**src/hdl/hwrdp_pkg.sv**
```systemverilog
// ----------------------------------------------------------------------------
// hwrdp_pkg
// Types, constants and binary16/binary32 arithmetic for the row dot product.
// ----------------------------------------------------------------------------
`default_nettype none

package hwrdp_pkg;

    localparam int LANES   = 16;
    localparam int LANE_W  = 4;
    localparam int COUNT_W = 16;
    localparam int ROW_W   = 16;
    localparam int HALF_W  = 16;
    localparam int SGL_W   = 32;

    localparam logic [SGL_W-1:0] CANON_NAN = 32'h7FC0_0000;

    typedef struct packed {
        logic [ROW_W-1:0]  row;
        logic [LANE_W-1:0] lane;
        logic              lane_item;
        logic              lane_last;
        logic              close;
    } t_tag;

    typedef struct packed {
        logic              sign;
        logic              nan;
        logic              inf;
        logic              zero;
        logic signed [9:0] expo;
        logic [23:0]       mant;
    } t_mop;

    typedef struct packed {
        logic               sign;
        logic               nan;
        logic               inf;
        logic               zero;
        logic signed [10:0] expo;
        logic [47:0]        prod;
    } t_mprod;

    typedef enum logic [2:0] {
        RED_IDLE,
        RED_L1,
        RED_L2,
        RED_L3,
        RED_L4
    } t_red_state;

    function automatic logic [SGL_W-1:0] half_to_single(input logic [HALF_W-1:0] h);
        logic       s;
        logic [4:0] ex;
        logic [9:0] man;
        logic [3:0] pos;
        logic [9:0] frac;
        logic [7:0] e;
        s    = h[15];
        ex   = h[14:10];
        man  = h[9:0];
        pos  = '0;
        for (int i = 0; i < 10; i++) begin
            if (man[i]) begin
                pos = 4'(i);
            end
        end
        frac = 10'(man << (4'd10 - pos));
        e    = 8'd103 + {4'b0, pos};
        if (ex == 5'h1F) begin
            return {s, 8'hFF, man, 13'b0};
        end else if (ex == 5'h00) begin
            if (man == '0) begin
                return {s, 31'b0};
            end
            return {s, e, frac, 13'b0};
        end
        return {s, 8'(ex) + 8'd112, man, 13'b0};
    endfunction

    function automatic t_mop mul_unpack(input logic [SGL_W-1:0] a);
        t_mop        r;
        logic [7:0]  e;
        logic [22:0] f;
        logic [23:0] m;
        logic [4:0]  lz;
        e  = a[30:23];
        f  = a[22:0];
        m  = {1'b0, f};
        lz = 5'd23;
        for (int i = 0; i < 24; i++) begin
            if (m[i]) begin
                lz = 5'(23 - i);
            end
        end
        r.sign = a[31];
        r.nan  = (e == 8'hFF) && (f != '0);
        r.inf  = (e == 8'hFF) && (f == '0);
        r.zero = (e == 8'h00) && (f == '0);
        if (e == 8'h00) begin
            r.mant = m << lz;
            r.expo = 10'sd1 - signed'({5'b0, lz});
        end else begin
            r.mant = {1'b1, f};
            r.expo = signed'({2'b0, e});
        end
        return r;
    endfunction

    function automatic t_mprod mul_core(input t_mop a, input t_mop b);
        t_mprod r;
        r.sign = a.sign ^ b.sign;
        r.nan  = a.nan | b.nan | (a.inf & b.zero) | (a.zero & b.inf);
        r.inf  = a.inf | b.inf;
        r.zero = a.zero | b.zero;
        r.prod = {24'b0, a.mant} * {24'b0, b.mant};
        r.expo = signed'({a.expo[9], a.expo}) + signed'({b.expo[9], b.expo}) - 11'sd127;
        return r;
    endfunction

    function automatic logic [SGL_W-1:0] mul_round(input t_mprod m);
        logic signed [10:0] erp;
        logic signed [10:0] d;
        logic [47:0]        q;
        logic [47:0]        sh_q;
        logic [5:0]         sh;
        logic [7:0]         ef;
        logic [23:0]        t;
        logic               g;
        logic               st;
        logic               inc;
        logic [30:0]        packed_v;
        erp = m.expo + signed'({10'b0, m.prod[47]});
        q   = m.prod[47] ? m.prod : (m.prod << 1);
        d   = 11'sd1 - erp;
        if (erp >= 11'sd1) begin
            sh = '0;
            ef = erp[7:0];
        end else begin
            sh = (d > 11'sd48) ? 6'd48 : d[5:0];
            ef = '0;
        end
        sh_q     = q >> sh;
        t        = sh_q[47:24];
        g        = sh_q[23];
        st       = (|sh_q[22:0]) | ((sh_q << sh) != q);
        inc      = g & (st | t[0]);
        packed_v = {ef, t[22:0]} + {30'b0, inc};
        if (m.nan) begin
            return CANON_NAN;
        end else if (m.inf || erp > 11'sd254) begin
            return {m.sign, 8'hFF, 23'b0};
        end else if (m.zero) begin
            return {m.sign, 31'b0};
        end
        return {m.sign, packed_v};
    endfunction

    function automatic logic [SGL_W-1:0] fp_add(input logic [SGL_W-1:0] a,
                                                input logic [SGL_W-1:0] b);
        logic [SGL_W-1:0] x;
        logic [SGL_W-1:0] y;
        logic             nan_a;
        logic             nan_b;
        logic             inf_a;
        logic             inf_b;
        logic [7:0]       xe;
        logic [7:0]       ye;
        logic [7:0]       d;
        logic [4:0]       sh;
        logic [26:0]      mx;
        logic [26:0]      my;
        logic [26:0]      my_sh;
        logic [26:0]      my_al;
        logic [27:0]      s;
        logic [26:0]      n;
        logic [4:0]       lz;
        logic [7:0]       maxsh;
        logic [7:0]       shl;
        logic [8:0]       e9;
        logic [23:0]      t;
        logic [7:0]       ef;
        logic             inc;
        logic [30:0]      packed_v;
        nan_a = (a[30:23] == 8'hFF) && (a[22:0] != '0);
        nan_b = (b[30:23] == 8'hFF) && (b[22:0] != '0);
        inf_a = (a[30:23] == 8'hFF) && (a[22:0] == '0);
        inf_b = (b[30:23] == 8'hFF) && (b[22:0] == '0);
        if (a[30:0] < b[30:0]) begin
            x = b;
            y = a;
        end else begin
            x = a;
            y = b;
        end
        xe    = (x[30:23] == '0) ? 8'd1 : x[30:23];
        ye    = (y[30:23] == '0) ? 8'd1 : y[30:23];
        d     = xe - ye;
        sh    = (d > 8'd27) ? 5'd27 : d[4:0];
        mx    = {(x[30:23] != '0), x[22:0], 3'b0};
        my    = {(y[30:23] != '0), y[22:0], 3'b0};
        my_sh = my >> sh;
        my_al = my_sh | {26'b0, ((my_sh << sh) != my)};
        if (x[31] == y[31]) begin
            s = {1'b0, mx} + {1'b0, my_al};
        end else begin
            s = {1'b0, mx} - {1'b0, my_al};
        end
        lz = 5'd27;
        for (int i = 0; i < 27; i++) begin
            if (s[i]) begin
                lz = 5'(26 - i);
            end
        end
        maxsh = xe - 8'd1;
        shl   = ({3'b0, lz} < maxsh) ? {3'b0, lz} : maxsh;
        if (s[27]) begin
            n  = {s[27:2], s[1] | s[0]};
            e9 = {1'b0, xe} + 9'd1;
        end else begin
            n  = s[26:0] << shl;
            e9 = {1'b0, xe} - {1'b0, shl};
        end
        t        = n[26:3];
        ef       = t[23] ? e9[7:0] : 8'd0;
        inc      = n[2] & (n[1] | n[0] | t[0]);
        packed_v = {ef, t[22:0]} + {30'b0, inc};
        if (nan_a || nan_b || (inf_a && inf_b && (a[31] != b[31]))) begin
            return CANON_NAN;
        end else if (inf_a) begin
            return {a[31], 8'hFF, 23'b0};
        end else if (inf_b) begin
            return {b[31], 8'hFF, 23'b0};
        end else if (s == '0) begin
            return {x[31] & y[31], 31'b0};
        end else if (e9 == 9'd255) begin
            return {x[31], 8'hFF, 23'b0};
        end
        return {x[31], packed_v};
    endfunction

endpackage

`default_nettype wire

```
**src/hdl/hwrdp_mul.sv**
```systemverilog
// ----------------------------------------------------------------------------
// hwrdp_mul
// Four-stage product pipeline: capture, unpack, multiply, round to binary32.
// ----------------------------------------------------------------------------
`default_nettype none

module hwrdp_mul (
    input  wire logic                      i_clk,
    input  wire logic                      i_rst_n,
    input  wire logic                      i_valid,
    output logic                           o_ready,
    input  wire logic [hwrdp_pkg::HALF_W-1:0] i_weight,
    input  wire logic [hwrdp_pkg::SGL_W-1:0]  i_act,
    input  wire hwrdp_pkg::t_tag           i_tag,
    output logic                           o_valid,
    input  wire logic                      i_take,
    output logic [hwrdp_pkg::SGL_W-1:0]    o_prod,
    output hwrdp_pkg::t_tag                o_tag
);
    import hwrdp_pkg::*;

    logic             r_v1, r_v2, r_v3, r_v4;
    logic             s_e1, s_e2, s_e3, s_e4;
    logic [HALF_W-1:0] r_w1;
    logic [SGL_W-1:0] r_x1;
    t_tag             r_tag1, r_tag2, r_tag3, r_tag4;
    t_mop             r_opa, r_opb;
    t_mop             n_opa, n_opb;
    t_mprod           r_mp;
    t_mprod           n_mp;
    logic [SGL_W-1:0] r_p;
    logic [SGL_W-1:0] n_p;

    assign s_e4    = !r_v4 || i_take;
    assign s_e3    = !r_v3 || s_e4;
    assign s_e2    = !r_v2 || s_e3;
    assign s_e1    = !r_v1 || s_e2;
    assign o_ready = s_e1;
    assign o_valid = r_v4;
    assign o_prod  = r_p;
    assign o_tag   = r_tag4;

    always_comb begin
        n_opa = mul_unpack(half_to_single(r_w1));
        n_opb = mul_unpack(r_x1);
        n_mp  = mul_core(r_opa, r_opb);
        n_p   = mul_round(r_mp);
    end

    always_ff @(posedge i_clk) begin
        if (!i_rst_n) begin
            r_v1 <= 1'b0;
            r_v2 <= 1'b0;
            r_v3 <= 1'b0;
            r_v4 <= 1'b0;
        end else begin
            if (s_e1) r_v1 <= i_valid;
            if (s_e2) r_v2 <= r_v1;
            if (s_e3) r_v3 <= r_v2;
            if (s_e4) r_v4 <= r_v3;
        end
    end

    always_ff @(posedge i_clk) begin
        if (s_e1) begin
            r_w1   <= i_weight;
            r_x1   <= i_act;
            r_tag1 <= i_tag;
        end
        if (s_e2) begin
            r_opa  <= n_opa;
            r_opb  <= n_opb;
            r_tag2 <= r_tag1;
        end
        if (s_e3) begin
            r_mp   <= n_mp;
            r_tag3 <= r_tag2;
        end
        if (s_e4) begin
            r_p    <= n_p;
            r_tag4 <= r_tag3;
        end
    end

endmodule

`default_nettype wire

```
**config.mk**
```make
export PLATFORM = sky130hd
export DESIGN_NAME = hwrdp_mul
export DESIGN_NICKNAME = d
export VERILOG_FILES = /design/src/hdl/hwrdp_pkg.sv /design/src/hdl/hwrdp_mul.sv
export SDC_FILE = /design/constraint.sdc
export NUM_CORES = 1
export LEC_CHECK = 0
export BUFFER_PORTS_ARGS = -buffer_cell sky130_fd_sc_hd__buf_2
export CAP_MARGIN = 40
export CELL_PAD_IN_SITES_DETAIL_PLACEMENT = 0
export CELL_PAD_IN_SITES_GLOBAL_PLACEMENT = 2
export CORE_UTILIZATION = 44
export DETAILED_ROUTE_END_ITERATION = 8
export PLACE_DENSITY_LB_ADDON = 0.12
export RECOVER_POWER = 50
export SYNTH_ARGS = -nofsm -noshare
export SYNTH_HDL_FRONTEND = slang
export SYNTH_SLANG_ARGS = --single-unit
export TNS_END_PERCENT = 50
```
**constraint.sdc**
```tcl
create_clock -name i_clk -period 20.7 [get_ports i_clk]
set_input_delay 3.105 -clock i_clk [delete_from_list [all_inputs] [get_ports i_clk]]
set_output_delay 3.105 -clock i_clk [all_outputs]
set_load 0.02 [all_outputs]
```
-- Word-level counts from Yosys, hierarchy flattened
Cells that the tools add are included.
- bits in registers: 313
- word-level logic and storage cells: 183
- input port bits: 75
- reduce and logical (&&, ||, !) cells: 24
- multiply operators: 1
- eq/ne operators: 4
- bitwise gates (word level): 11
- shifts and indexed selects: 5
- add/sub/neg operators: 10
- mux-type cells: 76
- magnitude comparators: 3
- operators with widths (kind ; number):
    $mux 32 ; 11
    $mux 5 ; 42
    $mul 24x24->48 ; 1
    $mux 48 ; 1
    $ne 48x48->1 ; 1
    $shl 23x5->24 ; 2
    $shl 48x6->48 ; 1
    $shr 48x6->48 ; 1
    $logic_not 23->1 ; 2
    $reduce_bool 23->1 ; 2
    $add 31x1->31 ; 1
    $mux 4 ; 7
    $reduce_or 23->1 ; 1
    $eq 8x8->1 const B ; 2
    $logic_not 8->1 ; 2
    $mux 6 ; 2
    $sub 1x5->6 const A ; 2
    $add 11x2->11 ; 1
    $ge 11x2->1 const B ; 1
    $gt 11x7->1 const B ; 1
    $gt 11x9->1 const B ; 1
    $mux 1 ; 11
    $sub 11x8->11 const B ; 1
    $sub 2x11->11 const A ; 1
    16 further kinds ; 36

-- Depth between registers and ports, before layout
Gate-level depths: netlist of the first run.
- word-level depth: 39
- gate-level depth with buffers: 32
- gate-level depth less buffers: 31

-- Worst setup path before layout of the first run
Ideal clock, no wire load.
- path kind: input port to output port
- start: input port i_take
- end: output port o_ready
- setup slack: 12576 ps
- buffers on the path: 0
- data required time: 17595 ps
- stages: 3
- arrival time: 5019 ps
- cell sequence: nor2b_1 -> and3_1 -> nand2_1
- cells in the longest elaborated chain, start to end: 4
- ends and longest elaborated chain (element ; RTL line ; source):
    start, declared ; hwrdp_mul.sv:16 ; input wire logic i_take,
    $logic_or 1x1->1 ; hwrdp_mul.sv:34 ; assign s_e4 = !r_v4 || i_take;
    $logic_or 1x1->1 ; hwrdp_mul.sv:35 ; assign s_e3 = !r_v3 || s_e4;
    $logic_or 1x1->1 ; hwrdp_mul.sv:36 ; assign s_e2 = !r_v2 || s_e3;
    $logic_or 1x1->1 ; hwrdp_mul.sv:37 ; assign s_e1 = !r_v1 || s_e2;
    end, declared ; hwrdp_mul.sv:11 ; output logic o_ready,
Every way passes these cells.

==> impl_metrics.py, run 1 <==
metrics = {
    "grt": {
        "largest_net_degree_at_the_start_of_global_routing": 74,
        "grt_first_pass_wirelength_um": 141000,
        "grt.total_usage_pct": 28.9,
        "overall_overflow_remaining_after_global_route": 0,
        "antenna_found_initial": 3,
        "vias_in_the_first_global_route": 23500,
    },
    "synth": {
        "synthArstFlopShare_pct": 0,
        "seq_area_frac_synth_pct": 30.7,
        "synth_ff_type": "edfxtp_1",
        "synthesis.nets": 3407,
        "synthesis.area_mm2": 0.0279,
        "number_of_enable_flip_flop_cells_after_synthesis": 282,
        "avg_inst_size_synth_um2": 9.43,
        "yosys.cell_types.count": 95,
        "postSynthRegisterBits": 286,
        "synth_cells": 2955,
        "yosys_warnings": 0,
    },
    "pwr": {
        "power_switching_share_pct": 51.4,
        "irDropWorstVdd_mv": 0.119,
        "report.power.total_mw": 5.59,
        "pwr-share-clk_pct": 11.2,
        "power.share.combinational_pct": 72.1,
        "internal_power_mw": 2.72,
        "cellLeakagePower_nw": 13.2,
        "share_seq_of_total_power_pct": 16.6,
        "p_sw_mw": 2.87,
        "power_density_mw_per_mm2": 183,
    },
    "setup_path": {
        "reg2reg_depth": 26,
        "cp.required_ps": 21000,
        "slack_of_the_worst_reg_to_reg_path_ps": 11830,
        "critPathLaunch": "r_opa[13]$_DFFE_PP_",
        "critPathCapture": "r_mp[46]$_DFFE_PP_",
        "worst_r2r_startpoint": "r_opa[13]$_DFFE_PP_",
        "rr_endpoint": "r_mp[46]$_DFFE_PP_",
        "critical_path.endpoint_type": "flip-flop",
        "timing_worst_setup_path_type": "reg -> reg",
        "cp_data_arrival_time_ps": 9170,
        "cp-start-kind": "flip-flop",
        "path_max_fanout": 24,
    },
    "timing": {
        "timing_max_transition_violations_final": 88,
        "slew-limit-headroom_pct": -144,
        "fmaxAchievable_mhz": 113,
        "layout_min_cycle_time_ps": 8870,
        "final.setup_skew_ps": 35.0,
        "tns_ps": 0,
        "layout_worst_path_cycle_share_pct": 42.8,
        "worst_pin_slew_ps": 3670,
        "timing.final.hold_violations": 0,
        "timing.final.setup_violations": 0,
        "final_critical_path_setup_slack_ps": 11830,
        "rsz0062_at_grt": "false",
    },
    "clock_network": {
        "post_cts.repair.setup_buffers": 0,
        "cts_tree": "yes",
        "numClockSinks": 286,
        "cts_made_buffers": 35,
        "cts-htree-levels": 2,
        "clock_latency_ps": 580,
        "clock_tree.root_cell": "clkbuf_16",
        "number_of_buffers_inserted_by_hold_repair_at_cts": 0,
        "clock_tree.buffer_depth": 3,
        "post_cts.resized_instances": 0,
        "clk_transition_reported_paths_ps": 60,
    },
    "cells_and_area": {
        "nets": 3452,
        "mostFrequentLayoutCell": "nand2_1",
        "seqCellArea_mm2": 0.00855,
        "mostFrequentLayoutCells": "nand2_1 (347), edfxtp_1 (282), inv_1 (254)",
        "drive_above_1_share_pct": 10.7,
        "final_cells": 3865,
        "layout.filler_cells": 5991,
        "areaGrowthSynthToFinish_pct": 9.49,
        "multi_input_comb_area_mm2": 0.0177,
    },
    "floorplanning": {
        "die_area_mm2": 0.0644,
        "core-area_mm2": 0.0622,
        "std_cell_rows": 91,
        "die_h_um": 254,
        "floorplan.initialDensity_pct": 44.8,
        "io_count": 132,
        "fp.dieW_um": 254,
    },
    "route": {
        "detail_route.vias_per_cell": 6.06,
        "number_of_iterations_in_the_first_detailed_routing_pass": 6,
        "routed_wirelength_um": 92600,
        "drc_errors": 0,
        "wl_per_cell_um": 24.0,
        "dr_total_vias": 23400,
        "first_iter_violations": 2200,
        "postRouteAntennaNets": 0,
    },
    "placement": {
        "dp_slack_ps": 12230,
        "portBuffers": 131,
        "post-dp-hpwl_um": 69700,
        "gp_congestion": 0.995,
        "placedCellCount": 3800,
    },
    "hold_path": {
        "hold_path.class": "reg -> reg",
    },
    "run_status": {
        "outcome": "finished, violations left",
        "failed_checks": "capacitance limit, slew limit",
    },
    "job": {
        "maxCapViolations": 2,
    },
}
## critical path: stages, from the launching register on
cell and delay [ps]:
edfxtp_1 320, clkbuf_1 1020, nand2_1 200, fa_1 480, inv_1 70, ha_1 240
fa_1 480, ha_1 230, fa_1 530, inv_1 50, fa_1 470, fa_1 540
inv_1 40, ha_1 330, a21oi_1 220, nor2b_1 70, o21a_1 180, o41ai_1 570
o21ai_0 340, o41a_1 460, a41o_1 300, nor4_1 270, nor4_1 140, o31a_1 330
o21ai_0 370, o21ai_0 170, xor2_1 160
## layer usage
metal	vias up	wire length [um]	global-route usage (%)	share of wire, %
li1	10600	-	-	-
met1	11500	39500	38.9	43
met2	1075	43000	47.0	46
met3	222	6510	3.87	7.0
met4	2	3620	11.3	3.9
met5	-	14	0	0.015
## sequential cells by signal, indices dropped and copies added (netlist names)
name,flops
o_prod,32
o_tag,23
o_valid,1
r_mp,50
r_opa,23
r_opb,37
r_tag1,23
r_tag2,23
r_tag3,23
r_v1,1
r_v2,1
r_v3,1
r_w1,16
r_x1,32
## cell families after synthesis
kind of cell,count (synthesis),synth area share [%]
AOI/OAI and AO/OA,612,15.2
xor gates and xnor gates,86,2.76
adders and majority gates,377,22.2
buffers and inverters,436,6.17
DFF,286,30.7
muxes,159,6.02
and+or+nand+nor,999,16.9
## through the flow
stage               hold slack, ps  instance area (um^2)  utilization [%]
floorplan                      400                 27900                -
global placement               401                 29200             47.0
detailed placement             405                 29400             47.2
CTS                            417                 30600             49.2
global route                   420                 30500             49.1
finish                         416                 30500             49.1
## synth_stat cells (29+ instances only)
| library cell | n | area share, % |
|---|---|---|
| and2_1 | 126 | 2.8 |
| o21ai_0 | 95 | 1.7 |
| fa_1 | 197 | 14 |
| ha_1 | 180 | 8.1 |
| mux2_2 | 29 | 1.2 |
| xnor2_1 | 56 | 1.8 |
| a31oi_1 | 41 | 0.92 |
| inv_1 | 254 | 3.4 |
| a211oi_1 | 43 | 1.2 |
| nor3_1 | 100 | 1.8 |
| a21oi_1 | 126 | 2.3 |
| nand3_1 | 54 | 0.97 |
| mux2i_1 | 126 | 4.5 |
| nor2_1 | 212 | 2.9 |
| nand2_1 | 348 | 4.7 |
| edfxtp_1 | 282 | 30 |
| clkbuf_1 | 116 | 1.6 |
| o211ai_1 | 30 | 0.81 |
## final cells by class
class / instances / area share (%)
inverters: 259 / 3.19
diodes: 1 / 0.00820
flip-flops and latches: 286 / 28.0
multi-input cells: 2233 / 57.9
clock inverters: 19 / 0.824
clock buffers: 45 / 3.06
well taps: 837 / 3.43
repair buffers: 185 / 3.58
## how the worst min path moves through the flow
stage,startpoint,cells after the start,to
2_1_floorplan,r_tag3[0]$_DFFE_PP_,0,o_tag[0]$_DFFE_PP_
3_3_place_gp,r_tag1[11]$_DFFE_PP_,0,r_tag2[11]$_DFFE_PP_
3_5_place_dp,r_tag3[16]$_DFFE_PP_,0,o_tag[16]$_DFFE_PP_
4_1_cts,r_tag2[10]$_DFFE_PP_,0,r_tag3[10]$_DFFE_PP_
5_1_grt,r_tag1[2]$_DFFE_PP_,0,r_tag2[2]$_DFFE_PP_
6_report,r_tag3[16]$_DFFE_PP_,0,o_tag[16]$_DFFE_PP_
## power by group through the flow
stage	sequential [mW]	combinational (mW)	clock, mW
6_report	0.931	4.03	0.627
5_1_grt	0.944	4.44	0.664
4_1_cts	0.933	3.98	0.644
3_5_place_dp	0.943	3.95	0
3_3_place_gp	0.940	3.94	0
2_1_floorplan	0.927	2.79	0
Power figures use the tool's default switching activity.
==> run 2: changes to the inputs <==
CORE_UTILIZATION = 41   (was 44)
clock period = 8.5 ns   (was 20.7 ns; I/O delays follow)
==> impl_metrics.py, run 2 (synthesis gave the netlist of run 1 again) <==
metrics = {
    "cells_and_area": {
        "max_flop_register": "r_mp",
        "largest_register_ffs": 50,
        "top_regs": "r_mp (50), r_opb (37)",
        "post-route-util_pct": 45.9,
        "mostFrequentLayoutCells": "nand2_1 (348), edfxtp_1 (282), inv_1 (253)",
        "n_antenna_cell": 0,
        "nets": 3498,
        "drive_above_1_share_pct": 12.1,
        "areaGrowthSynthToFinish_pct": 10.7,
        "mostFrequentLayoutCell": "nand2_1",
        "final_cells": 3946,
    },
    "grt": {
        "vias_in_the_first_global_route": 24100,
        "antenna_found_initial": 2,
        "largest_net_degree_at_the_start_of_global_routing": 61,
        "overall_overflow_remaining_after_global_route": 0,
        "grt.total_usage_pct": 27.6,
        "grt_first_pass_wirelength_um": 147000,
    },
    "route": {
        "wl_per_cell_um": 24.2,
        "routed_wirelength_um": 95500,
        "postRouteAntennaNets": 0,
        "drc_errors": 0,
        "number_of_iterations_in_the_first_detailed_routing_pass": 6,
        "dr_total_vias": 23400,
        "first_iter_violations": 2170,
        "detail_route.vias_per_cell": 5.92,
    },
    "clock_network": {
        "cts_tree": "yes",
        "numClockSinks": 286,
        "post_cts.resized_instances": 0,
        "post_cts.repair.setup_buffers": 0,
        "clock_latency_ps": 570,
        "cts_made_buffers": 35,
        "clk_transition_reported_paths_ps": 60,
        "clock_tree.root_cell": "clkbuf_16",
        "clock_tree.buffer_depth": 3,
        "number_of_buffers_inserted_by_hold_repair_at_cts": 0,
        "cts-htree-levels": 2,
    },
    "setup_path": {
        "critical_path.n_buffers_inverters": 4,
        "path_max_fanout": 13,
        "cp-start-kind": "flip-flop",
        "slowest_cell_delay_on_critical_path_ps": 580,
        "crit_top_cell": "fa_1",
        "timing.critical_path.slowest_stage_cell": "edfxtp_1",
        "cp_top_family": "adder cells",
        "timing_worst_setup_path_type": "reg -> reg",
        "critical_path.endpoint_type": "flip-flop",
        "cp_data_arrival_time_ps": 8270,
        "cp.required_ps": 8790,
    },
    "floorplanning": {
        "die_area_mm2": 0.0690,
        "std_cell_rows": 95,
        "floorplan.initialDensity_pct": 41.5,
        "core-area_mm2": 0.0672,
        "io_count": 132,
        "fp.dieW_um": 263,
        "die_h_um": 263,
    },
    "placement": {
        "gp_congestion": 0.961,
        "placedCellCount": 3882,
        "dp_slack_ps": 469,
        "post-dp-hpwl_um": 74800,
        "portBuffers": 131,
    },
    "timing": {
        "rsz0062_at_grt": "false",
        "timing.final.hold_violations": 0,
        "final_critical_path_setup_slack_ps": 515,
        "tns_ps": 0,
        "worst_pin_slew_ps": 3410,
        "final.setup_skew_ps": 30.3,
        "fmaxAchievable_mhz": 125,
        "layout_worst_path_cycle_share_pct": 93.9,
        "timing_max_transition_violations_final": 102,
        "slew-limit-headroom_pct": -127,
        "timing.final.setup_violations": 0,
        "layout_min_cycle_time_ps": 7980,
    },
    "pwr": {
        "irDropWorstVdd_mv": 0.280,
        "report.power.total_mw": 13.9,
        "cellLeakagePower_nw": 13.4,
        "power_density_mw_per_mm2": 450,
    },
    "run_status": {
        "failed_checks": "capacitance limit, slew limit",
        "outcome": "finished, violations left",
    },
    "job": {
        "maxCapViolations": 2,
    },
    "hold_path": {
        "hold_path.class": "reg -> reg",
    },
}
run 2: changes by cell type in the layout (fill, tap and decap cells not counted), moves of 3 or more:
cell / change
buf_4: +41
buf_2: +6
clkbuf_1: -5
clkinv_1: +5
and2_0: -4
and2_1: +4
clkinv_2: +3
run 2: power breakdown:
group	internal [mW]	leakage [nW]	switching, mW
Clock	0.861	0.558	0.617
Combinational	3.77	9.75	6.38
Sequential	2.07	3.06	0.197
Total	6.70	13.4	7.19
run 2: routing by layer:
| layer | vias up | share of wire (%) | global-route usage (%) |
|---|---|---|---|
| met4 | 2 | 2.9 | 7.87 |
| met1 | 11600 | 44 | 37.5 |
| met3 | 176 | 6.5 | 3.89 |
| met5 | - | 0.014 | 0 |
| met2 | 911 | 47 | 45.9 |
| li1 | 10700 | - | - |
run 2: path summary, 6_finish.rpt:
check | start | endpoint | slack (ps) | cells after the start
worst max-delay path | r_opa[21]$_DFFE_PP_ | r_mp[46]$_DFFE_PP_ | 520 | 26
worst min-delay path | r_tag3[10]$_DFFE_PP_ | o_tag[10]$_DFFE_PP_ | 410 | 0
worst max register to register | r_opa[21]$_DFFE_PP_ | r_mp[46]$_DFFE_PP_ | 520 | 26
worst min register to register | r_tag3[10]$_DFFE_PP_ | o_tag[10]$_DFFE_PP_ | 410 | 0
run 2: final cells by class:
cell class / count / area [um^2]
Clock inverter: 25 / 243
Tap cell: 873 / 1090
Timing Repair Buffer: 231 / 1430
Sequential cell: 286 / 8550
Multi-Input combinational cell: 2233 / 17700
Fill cell: 6429 / 36300
Inverter: 259 / 973
Clock buffer: 39 / 891
run 2: stage by stage:
step / cell area, um^2 / hold slack [ps]
floorplan: 27900 / 400
global placement: 29600 / 401
detailed placement: 29800 / 405
CTS: 30900 / 418
global route: 30800 / 422
finish: 30800 / 415
